File: src/rtl/core/usbpr_pkg.sv
// usbpr_pkg: shared constants for the USB port route and power controller.
// Holds function codes, route and wifi command codes, register map and reset values.
// No dependencies.
`default_nettype none

package usbpr_pkg;

    localparam int DEBOUNCE_LIMIT = 4;
    localparam int TIMER_BITS     = 16;
    localparam int CNT_BITS       = 3;
    localparam int PADDR_BITS     = 5;

    // item function codes
    localparam logic [1:0] FUNC_POLL   = 2'd0;
    localparam logic [1:0] FUNC_WAKE   = 2'd1;
    localparam logic [1:0] FUNC_RESYNC = 2'd2;

    // mux route codes
    localparam logic [1:0] ROUTE_OFF    = 2'd0;
    localparam logic [1:0] ROUTE_LOCAL  = 2'd1;
    localparam logic [1:0] ROUTE_LAPTOP = 2'd2;

    // route override codes
    localparam logic [1:0] OVR_AUTO   = 2'd0;
    localparam logic [1:0] OVR_LAPTOP = 2'd1;

    // wifi commands
    localparam logic [1:0] WIFI_NONE  = 2'd0;
    localparam logic [1:0] WIFI_STOP  = 2'd1;
    localparam logic [1:0] WIFI_START = 2'd2;

    // register indexes (byte address = 4 * index)
    localparam logic [2:0] REG_WIFI_OFF    = 3'd0;
    localparam logic [2:0] REG_UNPLUG_WIFI = 3'd1;
    localparam logic [2:0] REG_SLEEP_EN    = 3'd2;
    localparam logic [2:0] REG_ROUTE_OVR   = 3'd3;
    localparam logic [2:0] REG_TIMEOUT     = 3'd4;

    localparam logic [TIMER_BITS-1:0] TIMEOUT_RESET = TIMER_BITS'(6000);
    localparam logic [TIMER_BITS-1:0] IDLE_MAX      = {TIMER_BITS{1'b1}};
    localparam logic [CNT_BITS-1:0]   DEB_MAX       = CNT_BITS'(DEBOUNCE_LIMIT);

endpackage

`default_nettype wire

File: src/rtl/core/usb_port_route_power_controller.sv
// usb_port_route_power_controller: VBUS debounce, mux routing, rail and idle sleep control.
// Depends on usbpr_pkg.
//
// Usage:
//   Input channel s_* carries one item: a poll tick, a manual wake or a resync,
//   plus the raw VBUS level and the wifi link busy flag. Result channel m_*
//   carries one beat per item: rail enable, mux route, wifi command, debounced
//   presence, sleep flag and idle ticks remaining.
//   The result of a beat is registered at the edge that accepts the beat.
//   Throughput is one item per cycle while the receiver takes results; the
//   whole update is one pass of flag and counter logic ahead of the result register.
//   s_ready is high while the result register is empty or being taken, so a
//   stalled receiver holds one result and stalls the input after that.
//   Reset (aresetn low, synchronous) clears all port state to rail off, route
//   disconnected, no presence, awake, and restores register defaults.
//   The user must write settings over the APB port only while idle; the block
//   itself does not enforce this. Writes never wake a sleeping port.
`default_nettype none

module usb_port_route_power_controller (
    input  wire logic                              aclk,
    input  wire logic                              aresetn,
    // configuration
    input  wire logic                              psel,
    input  wire logic                              penable,
    input  wire logic                              pwrite,
    input  wire logic [usbpr_pkg::PADDR_BITS-1:0]  paddr,
    input  wire logic [31:0]                       pwdata,
    output logic      [31:0]                       prdata,
    output logic                                   pready,
    // input items
    input  wire logic                              s_valid,
    output logic                                   s_ready,
    input  wire logic [1:0]                        s_func,
    input  wire logic                              s_vbus_level,
    input  wire logic                              s_link_busy,
    // results
    output logic                                   m_valid,
    input  wire logic                              m_ready,
    output logic                                   m_rail_enable,
    output logic      [1:0]                        m_mux_route,
    output logic      [1:0]                        m_wifi_command,
    output logic                                   m_usbc_present,
    output logic                                   m_sleeping,
    output logic      [usbpr_pkg::TIMER_BITS-1:0]  m_idle_remaining
);
    import usbpr_pkg::*;

    // configuration registers
    logic                  wifi_off_reg;
    logic                  unplug_wifi_reg;
    logic                  sleep_en_reg;
    logic [1:0]            route_ovr_reg;
    logic [TIMER_BITS-1:0] timeout_reg;

    // port state
    logic [CNT_BITS-1:0]   vbus_cnt_reg,  vbus_cnt_next;
    logic                  seen_reg,      seen_next;
    logic                  asleep_reg,    asleep_next;
    logic [TIMER_BITS-1:0] idle_reg,      idle_next;
    logic                  rail_reg,      rail_next;
    logic [1:0]            route_reg,     route_next;
    logic [1:0]            cmd_next;
    logic [TIMER_BITS-1:0] remain_next;

    logic                  cfg_wr;
    logic [2:0]            cfg_idx;
    logic                  s_fire;
    logic [TIMER_BITS-1:0] tmo;
    logic                  usbc;

    assign pready  = 1'b1;
    assign cfg_idx = paddr[PADDR_BITS-1:2];
    assign cfg_wr  = psel && penable && pwrite;
    assign s_ready = !m_valid || m_ready;
    assign s_fire  = s_valid && s_ready;
    assign tmo     = (timeout_reg == '0) ? TIMER_BITS'(1) : timeout_reg;

    always_comb begin
        prdata = '0;
        unique case (cfg_idx)
            REG_WIFI_OFF:    prdata[0]   = wifi_off_reg;
            REG_UNPLUG_WIFI: prdata[0]   = unplug_wifi_reg;
            REG_SLEEP_EN:    prdata[0]   = sleep_en_reg;
            REG_ROUTE_OVR:   prdata[1:0] = route_ovr_reg;
            REG_TIMEOUT:     prdata[TIMER_BITS-1:0] = timeout_reg;
            default:         prdata = '0;
        endcase
    end

    always_ff @(posedge aclk) begin
        if (!aresetn) begin
            wifi_off_reg    <= 1'b0;
            unplug_wifi_reg <= 1'b0;
            sleep_en_reg    <= 1'b1;
            route_ovr_reg   <= OVR_AUTO;
            timeout_reg     <= TIMEOUT_RESET;
        end else if (cfg_wr) begin
            unique case (cfg_idx)
                REG_WIFI_OFF:    wifi_off_reg    <= pwdata[0];
                REG_UNPLUG_WIFI: unplug_wifi_reg <= pwdata[0];
                REG_SLEEP_EN:    sleep_en_reg    <= pwdata[0];
                REG_ROUTE_OVR:   route_ovr_reg   <= pwdata[1:0];
                REG_TIMEOUT:     timeout_reg     <= pwdata[TIMER_BITS-1:0];
                default: ;
            endcase
        end
    end

    always_comb begin
        vbus_cnt_next = vbus_cnt_reg;
        seen_next     = seen_reg;
        asleep_next   = asleep_reg;
        idle_next     = idle_reg;
        rail_next     = rail_reg;
        route_next    = route_reg;
        cmd_next      = WIFI_NONE;
        usbc          = seen_reg;

        case (s_func)
            FUNC_POLL: begin
                if (route_ovr_reg != OVR_AUTO) begin
                    idle_next = '0;
                end else begin
                    if (idle_reg != IDLE_MAX)
                        idle_next = idle_reg + TIMER_BITS'(1);
                    if (s_vbus_level && vbus_cnt_reg < DEB_MAX)
                        vbus_cnt_next = vbus_cnt_reg + CNT_BITS'(1);
                    if (!s_vbus_level && vbus_cnt_reg != '0)
                        vbus_cnt_next = vbus_cnt_reg - CNT_BITS'(1);
                    if (vbus_cnt_next >= DEB_MAX)
                        usbc = 1'b1;
                    if (vbus_cnt_next == '0)
                        usbc = 1'b0;

                    if (usbc && !seen_reg) begin
                        asleep_next = 1'b0;
                        rail_next   = 1'b1;
                        route_next  = ROUTE_LAPTOP;
                        if (wifi_off_reg)
                            cmd_next = WIFI_STOP;
                    end else if (!usbc && seen_reg) begin
                        asleep_next = 1'b0;
                        rail_next   = 1'b1;
                        route_next  = ROUTE_LOCAL;
                        idle_next   = '0;
                        if (unplug_wifi_reg)
                            cmd_next = WIFI_START;
                    end
                    seen_next = usbc;

                    if (usbc) begin
                        idle_next = '0;
                    end else if (!asleep_next) begin
                        if (!sleep_en_reg) begin
                            idle_next = '0;
                        end else begin
                            if (s_link_busy)
                                idle_next = '0;
                            if (idle_next >= tmo) begin
                                cmd_next    = WIFI_STOP;
                                rail_next   = 1'b0;
                                route_next  = ROUTE_OFF;
                                asleep_next = 1'b1;
                            end
                        end
                    end
                end
            end
            FUNC_WAKE: begin
                asleep_next = 1'b0;
                rail_next   = 1'b1;
                route_next  = ROUTE_LOCAL;
                idle_next   = '0;
                cmd_next    = WIFI_START;
            end
            FUNC_RESYNC: begin
                asleep_next = 1'b0;
                rail_next   = 1'b1;
                idle_next   = '0;
                cmd_next    = WIFI_START;
                if (route_ovr_reg == OVR_AUTO) begin
                    vbus_cnt_next = s_vbus_level ? DEB_MAX : '0;
                    seen_next     = s_vbus_level;
                    route_next    = s_vbus_level ? ROUTE_LAPTOP : ROUTE_LOCAL;
                end else if (route_ovr_reg == OVR_LAPTOP) begin
                    route_next = ROUTE_LAPTOP;
                    cmd_next   = wifi_off_reg ? WIFI_STOP : WIFI_NONE;
                end else begin
                    route_next = ROUTE_LOCAL;
                end
            end
            default: ;
        endcase

        remain_next = '0;
        if (!asleep_next && !seen_next && sleep_en_reg && idle_next < tmo)
            remain_next = tmo - idle_next;
    end

    always_ff @(posedge aclk) begin
        if (!aresetn) begin
            vbus_cnt_reg <= '0;
            seen_reg     <= 1'b0;
            asleep_reg   <= 1'b0;
            idle_reg     <= '0;
            rail_reg     <= 1'b0;
            route_reg    <= ROUTE_OFF;
            m_valid      <= 1'b0;
        end else begin
            if (s_fire) begin
                vbus_cnt_reg <= vbus_cnt_next;
                seen_reg     <= seen_next;
                asleep_reg   <= asleep_next;
                idle_reg     <= idle_next;
                rail_reg     <= rail_next;
                route_reg    <= route_next;
                m_valid      <= 1'b1;
            end else if (m_ready) begin
                m_valid      <= 1'b0;
            end
        end
    end

    always_ff @(posedge aclk) begin
        if (s_fire) begin
            m_rail_enable    <= rail_next;
            m_mux_route      <= route_next;
            m_wifi_command   <= cmd_next;
            m_usbc_present   <= seen_next;
            m_sleeping       <= asleep_next;
            m_idle_remaining <= remain_next;
        end
    end

    a_sleep_powers_down: assert property (@(posedge aclk) disable iff (!aresetn)
        asleep_reg |-> (!rail_reg && route_reg == ROUTE_OFF))
        else $error("asleep with rail or route active");

    a_present_no_countdown: assert property (@(posedge aclk) disable iff (!aresetn)
        (m_valid && (m_usbc_present || m_sleeping)) |-> (m_idle_remaining == '0))
        else $error("idle countdown reported while present or asleep");

    a_accept_gives_result: assert property (@(posedge aclk) disable iff (!aresetn)
        s_fire |=> (m_valid && m_rail_enable == rail_reg && m_sleeping == asleep_reg))
        else $error("result beat does not match updated state");

    a_debounce_bound: assert property (@(posedge aclk) disable iff (!aresetn)
        vbus_cnt_reg <= DEB_MAX)
        else $error("debounce counter out of range");

endmodule

`default_nettype wire

File: config.mk
export PLATFORM = sky130hd
export DESIGN_NAME = usb_port_route_power_controller
export DESIGN_NICKNAME = d
export VERILOG_FILES = /design/src/rtl/core/usbpr_pkg.sv /design/src/rtl/core/usb_port_route_power_controller.sv
export SDC_FILE = /design/constraint.sdc
export NUM_CORES = 1
export LEC_CHECK = 0
export ABC_AREA = 0
export BUFFER_PORTS_ARGS = -buffer_cell sky130_fd_sc_hd__clkbuf_2
export CELL_PAD_IN_SITES_DETAIL_PLACEMENT = 1
export CELL_PAD_IN_SITES_GLOBAL_PLACEMENT = 1
export CORE_MARGIN = 2
export CORE_UTILIZATION = 38
export CTS_BUF_LIST = sky130_fd_sc_hd__clkbuf_4 sky130_fd_sc_hd__clkbuf_8
export CTS_CLUSTER_DIAMETER = 60
export DETAILED_ROUTE_END_ITERATION = 10
export GPL_TIMING_DRIVEN = 1
export PLACE_DENSITY_LB_ADDON = 0.15
export SETUP_SLACK_MARGIN = 0.5
export SLEW_MARGIN = 20
export SYNTH_ARGS = -nofsm -noshare
export SYNTH_HDL_FRONTEND = slang
export SYNTH_SLANG_ARGS = --single-unit
File: constraint.sdc
create_clock -name aclk -period 4.48 [get_ports aclk]
set_input_delay 0.896 -clock aclk [delete_from_list [all_inputs] [get_ports aclk]]
set_output_delay 0.896 -clock aclk [all_outputs]
set_load 0.02 [all_outputs]
== After elaboration in Yosys (flattened, before gate mapping) ==
Cells that the tools add are included.
Widths: inputs -> output; s select.

* Input bits: 48
* Output and inout port bits: 58
* Register bits after elaboration: 69

* Equal/unequal tests: 10
* Multiplexer cells: 76
* Reduce and logical (&&, ||, !) cells: 33
* Order comparisons: 4
* Add/subtract/negate cells: 4

{| class="wikitable"
|+ Operators by type and width
! operator !! number
|-
| $mux 16 || 14
|-
| $mux 2 || 20
|-
| $pmux 16 s2 || 1
|-
| $mux 1 || 25
|-
| $mux 3 || 7
|-
| $add 16x1->16 const B || 1
|-
| $ge 16x16->1 || 1
|-
| $logic_not 16->1 || 1
|-
| $lt 16x16->1 || 1
|-
| $ne 16x16->1 const B || 1
|-
| $sub 16x16->16 || 1
|-
| $mux 14 || 1
|-
| $pmux 2 s3 || 2
|-
| $logic_and 1x1->1 || 10
|-
| $reduce_and 2->1 || 5
|-
| $pmux 1 s2 || 4
|-
| $eq 3x2->1 const B || 2
|-
| $logic_not 1->1 || 6
|-
| $logic_not 3->1 || 2
|-
| $pmux 3 s2 || 1
|-
| $reduce_bool 2->1 || 3
|-
| $pmux 1 s5 || 1
|-
| $eq 2x1->1 const B || 2
|-
| $logic_not 2->1 || 2
|-
| 12 further kinds || 13
|}

== Depth between registers and ports, before layout ==
* Depth after elaboration: 32
* Depth in mapped cells: 20
* Gate-level depth less buffers: 19

== Worst setup path before layout ==
No wires, ideal clock.

* Kind: input to register
* From: in s_func[0]
* To: reg m_idle_remaining[15] (netlist name), data pin
* Path slack: -94 ps
* Arrival: 4315 ps
* Stages on the path: 15
* Path buffers: 1
* Data required time: 4220 ps
* Library setup time: 260 ps
* Cells stage by stage: ha_1 nor3_1 nand2_1 a21oi_1 nand2_1 clkbuf_1 nor3_1 a21oi_1 ha_1 or4_1 o221a_2 a221oi_1 nor4b_1 a41oi_1 a21oi_2

* Longest elaborated chain between the ends: 7
* Elaborated cells between the ends (all ways): 14

{| class="wikitable"
|+ RTL lines
! item !! RTL line !! RTL
|-
| from (decl) || usb_port_route_power_controller.sv:34 || <nowiki>input wire logic [1:0] s_func,</nowiki>
|-
| branches (longest 7 deep; another with $lt 16x16->1) || - ||
|-
| to (signal assigned) || usb_port_route_power_controller.sv:232 || <nowiki>m_idle_remaining <= remain_next;</nowiki>
|-
| to (decl) || usb_port_route_power_controller.sv:45 || <nowiki>output logic [usbpr_pkg::TIMER_BITS-1:0] m_idle_remaining</nowiki>
|}

Several ways; the timed one is not identified.
A chain may end at the register's enable or synchronous reset.

== Worst setup path after layout ==
* From: reg vbus_cnt_reg[0]
* To: reg m_idle_remaining[6] (netlist name), data pin

* Longest elaborated chain between the ends: 32
* Elaborated cells between the ends (all ways): 52

{| class="wikitable"
|+ RTL lines
! item !! RTL line !! RTL
|-
| from (decl) || usb_port_route_power_controller.sv:57 || <nowiki>logic [CNT_BITS-1:0] vbus_cnt_reg, vbus_cnt_next;</nowiki>
|-
| from (signal assigned) || usb_port_route_power_controller.sv:212 || <nowiki>vbus_cnt_reg <= vbus_cnt_next;</nowiki>
|-
| $lt 3x3->1 || usb_port_route_power_controller.sv:127 || <nowiki>if (s_vbus_level && vbus_cnt_reg < DEB_MAX)</nowiki>
|-
| $logic_and 1x1->1 || usb_port_route_power_controller.sv:127 ||
|-
| $mux 3 || usb_port_route_power_controller.sv:127 ||
|-
| $mux 3 * || usb_port_route_power_controller.sv:129 || <nowiki>if (!s_vbus_level && vbus_cnt_reg != '0)</nowiki>
|-
| $mux 3 * || usb_port_route_power_controller.sv:122 || <nowiki>if (route_ovr_reg != OVR_AUTO) begin</nowiki>
|-
| $mux 3 * || usb_port_route_power_controller.sv:120 || <nowiki>case (s_func)</nowiki>
|-
| $ge 3x3->1 || usb_port_route_power_controller.sv:131 || <nowiki>if (vbus_cnt_next >= DEB_MAX)</nowiki>
|-
| $mux 1 || usb_port_route_power_controller.sv:131 ||
|-
| [... 14 more ...] || - ||
|-
| $mux 1 || usb_port_route_power_controller.sv:160 || <nowiki>if (idle_next >= tmo) begin</nowiki>
|-
| $mux 1 || usb_port_route_power_controller.sv:155 || <nowiki>if (!sleep_en_reg) begin</nowiki>
|-
| $mux 1 || usb_port_route_power_controller.sv:154 || <nowiki>end else if (!asleep_next) begin</nowiki>
|-
| $mux 1 || usb_port_route_power_controller.sv:152 || <nowiki>if (usbc) begin</nowiki>
|-
| $mux 1 || usb_port_route_power_controller.sv:122 ||
|-
| $pmux 1 s2 || usb_port_route_power_controller.sv:120 ||
|-
| $logic_not 1->1 || usb_port_route_power_controller.sv:197 || <nowiki>if (!asleep_next && !seen_next && sleep_en_reg && idle_next < tmo)</nowiki>
|-
| $logic_and 1x1->1 (3 in series) || usb_port_route_power_controller.sv:197 ||
|}

Mark *: on every way between the ends. The rest lies on a longest branch, timed or not. The select of a mux whose other input is x is not followed.

==> flow_summary.ini <==
[clocking]
insertion_delay_ns = 0.38
clk_pin_slew_ns = 0.08
cts_buffers = 9
h-tree-depth = 3
clock_sinks = 69
root_buffer = clkbuf_8
clock_path_buffers = 2
cts_hold_buf = 0
cts_tree = built

[detailed_routing]
routed_wirelength_mm = 19.8
post_drt_via_cell_ratio = 5.64
drtPass1Iterations = 5
drcViolationCount = 0
ant_nets = 0
drt_iter0_drc = 349
vias = 5628
post_drt_wl_per_cell_um = 19.8

[layout]
n_antenna_cell = 0
drive_gt1_share_pct = 32.3
finalInstanceArea_um2 = 7160
area_growth_pct = 33.3
layout.nets = 902

[timing]
timing.final.crit_share_pct = 88.2
max_freq_mhz = 253
tightest_slew_ns = 0.922
fin_crit_ns = 3.95
maxSlewHeadroom_pct = 38.5
fin_worst_skew_ns = 0.00800
tns_ns = 0
slew_viol_final = 0
rsz0062_at_grt = true
hold_viol = 0
finalSetupViolations = 0

[placed_design]
io_buffers = 70
dpl.hpwl_mm = 14.4
dpl_cell_area_um2 = 6180
place_congestion = 0.943

[worst_setup_path]
r2r-end = m_idle_remaining[6]$_SDFFCE_PN0P_
reg2regPathDepth = 18
start_kind = register
critPathMaxStageDelay_ns = 0.47
crit_top_cell = ha_4
required_ns = 4.72
critPathMaxFanout = 8
cp_slowest_cell = a2111oi_4
worstPathCellList = inv_4 -> ha_4 -> ha_4 -> nor2b_4 -> o21ai_4 -> buf_6 -> a2111oi_4 -> buf_4 -> and3_1 -> a21oi_1 -> ha_1 -> nor2_1 -> nor3_2 -> a21boi_4 -> o211ai_1 -> a211o_4 -> clkbuf_16 -> nor3b_2
r2r_slack_ns = 0.53
worst_setup_path_end_kind = register
crit_type = register to register
r2r_start = vbus_cnt_reg[0]$_SDFFE_PN0P_
cp.arrival_ns = 4.19

[synth]
syn_area_per_cell_um2 = 7.71
synth_cell_types = 66
synth_top_family_by_area = simple AND/OR/NAND/NOR gates
yosys.area_share.simple_pct = 24.2
ys_seq_area_share_pct = 30.0
synthArstFlopShare_pct = 0
synth-edff-count = 23
syn_area_um2 = 5370
synth_compound_area_share_pct = 24.0
yosys_warnings = 0
postSynthCellCount = 697
yosys.area_share.xor_xnor_pct = 2.45
synth-adder-area-share_pct = 9.69
synthMuxAreaShare_pct = 1.49
synth_seq_cells = 69
ys.flop_type = dfxtp_1

[min_path]
hp-class = register to register
min_path_cells = 2
min_to = idle_reg[1]$_SDFFE_PN0P_
hold_start = idle_reg[1]$_SDFFE_PN0P_

[die]
die_area_um2 = 15100
die_x_um = 123
die_height_um = 123
start_util_pct = 38.9
io_pins = 106
rows = 43
core_area_um2 = 13800

[power_and_ir_drop]
power.density_nw_per_um2 = 245
p_leak_nw = 2.99
finalPower_w = 0.00175
ir_drop_mv = 0.200

[global_route]
grt_max_degree = 43
grt_overflow = 0
grt_pass1_wl_mm = 30.2
antenna_found_initial = 0
grt_pass1_vias = 5709
grt_use_total_pct = 26.4

[run_status]
status = complete, no violations

[run]
drv_cap = 0
-- cells by family after synthesis --
group                      count (synthesis)
and+or+nand+nor                          275
AOI/OAI and AO/OA                        191
buffers and inverters                     96
DFF                                       69
adders and majority gates                 41
xor gates and xnor gates                  15
muxes                                      8
other                                      2
-- cells in the final DEF, fill, tap and decap left out, drive strengths merged, types with 17 or more instances in the layout --
master	count
buf	81
nand2	81
clkbuf	79
nor2	74
dfxtp	46
o21ai	45
a21oi	43
ha	40
inv	34
nand3	27
nor3	24
edfxtp	23
nor2b	19
conb	17
-- what timing repair did --
action	in CTS	in global routing
setup endpoints to repair	23	21
setup buffers	11	23
gates resized for setup	38	68
hold endpoints to repair	0	0
pin swaps	21	23
gates cloned	0	1
-- power breakdown --
part / leakage (nW) / internal, W / switching [W]
Clock: 0.131 / 0.000424 / 0.000278
Sequential: 0.601 / 0.000673 / 0.0000148
Combinational: 2.25 / 0.000146 / 0.000217
-- cell type report --
cell class              instances  area (um2)
repair buffers                151        1010
fillers                      1665        6670
clock inverters                 7         138
inverters                      35         134
multi-input cells             547        3910
clock buffers                   9         124
well taps                     180         225
flip-flops and latches         69        1630
-- through the flow --
step	worst slack (ns)	instances	utilization [%]	hold WS, ns
CTS	0.503	974	48.4	0.517
global route	0.419	998	51.8	0.525
detailed placement	-0.0989	947	44.7	0.520
finish	0.527	998	51.8	0.512
global placement	-0.0163	947	44.7	0.510
floorplan	0.421	712	-	0.452
-- synth_stat cells, drive strengths merged (6+ instances only) --
cell	count	share of area [%]
inv	34	2.4
o31ai	7	0.98
a21o	7	0.98
nand2b	6	0.70
a31oi	8	0.93
nor2	74	5.2
o21ai	45	4.2
ha	40	9.3
and3	7	0.82
nand3	27	2.5
xnor2	8	1.3
dfxtp	46	17
clkbuf	42	2.9
o211ai	12	1.7
a211oi	8	1.4
mux2i	8	1.5
a21boi	13	1.8
a22oi	8	1.1
nand2	81	5.7
o21a	9	1.3
a21oi	43	4.1
edfxtp	23	13
nor3	24	2.2
nand4	9	1.0
xor2	7	1.1
nor2b	19	2.2
buf	19	2.7
-- how the worst max path moves through the flow --
stage | start | endpoint | slack (ns)
finish | vbus_cnt_reg[0]$_SDFFE_PN0P_ | m_idle_remaining[6]$_SDFFCE_PN0P_ | 0.53
CTS | vbus_cnt_reg[0]$_SDFFE_PN0P_ | m_idle_remaining[15]$_SDFFCE_PN0P_ | 0.50
floorplan | s_func[0] | m_idle_remaining[13]$_SDFFCE_PN0P_ | 0.42
detailed placement | s_vbus_level | m_idle_remaining[4]$_SDFFCE_PN0P_ | -0.1
global placement | s_vbus_level | m_idle_remaining[4]$_SDFFCE_PN0P_ | -0.02
global route | vbus_cnt_reg[0]$_SDFFE_PN0P_ | m_idle_remaining[6]$_SDFFCE_PN0P_ | 0.42
-- worst max-delay path: cells and delay by family, from the launching register on --
family / cells / cell delay [ns]
DFF: 1 / 0.37
AOI/OAI and AO/OA: 6 / 1.44
adders and majority gates: 3 / 0.68
buffers and inverters: 4 / 0.59
and+or+nand+nor: 5 / 0.72
-- per-layer routing --
metal  wire (um)  track usage, %  part of all wire [%]
met1        8590            33.1                    43
met2        9840            45.0                    50
met3         987            5.81                   5.0
met4         363            8.19                   1.8
met5           0               0                     0
No activity file was read; power rests on OpenSTA's default activity.
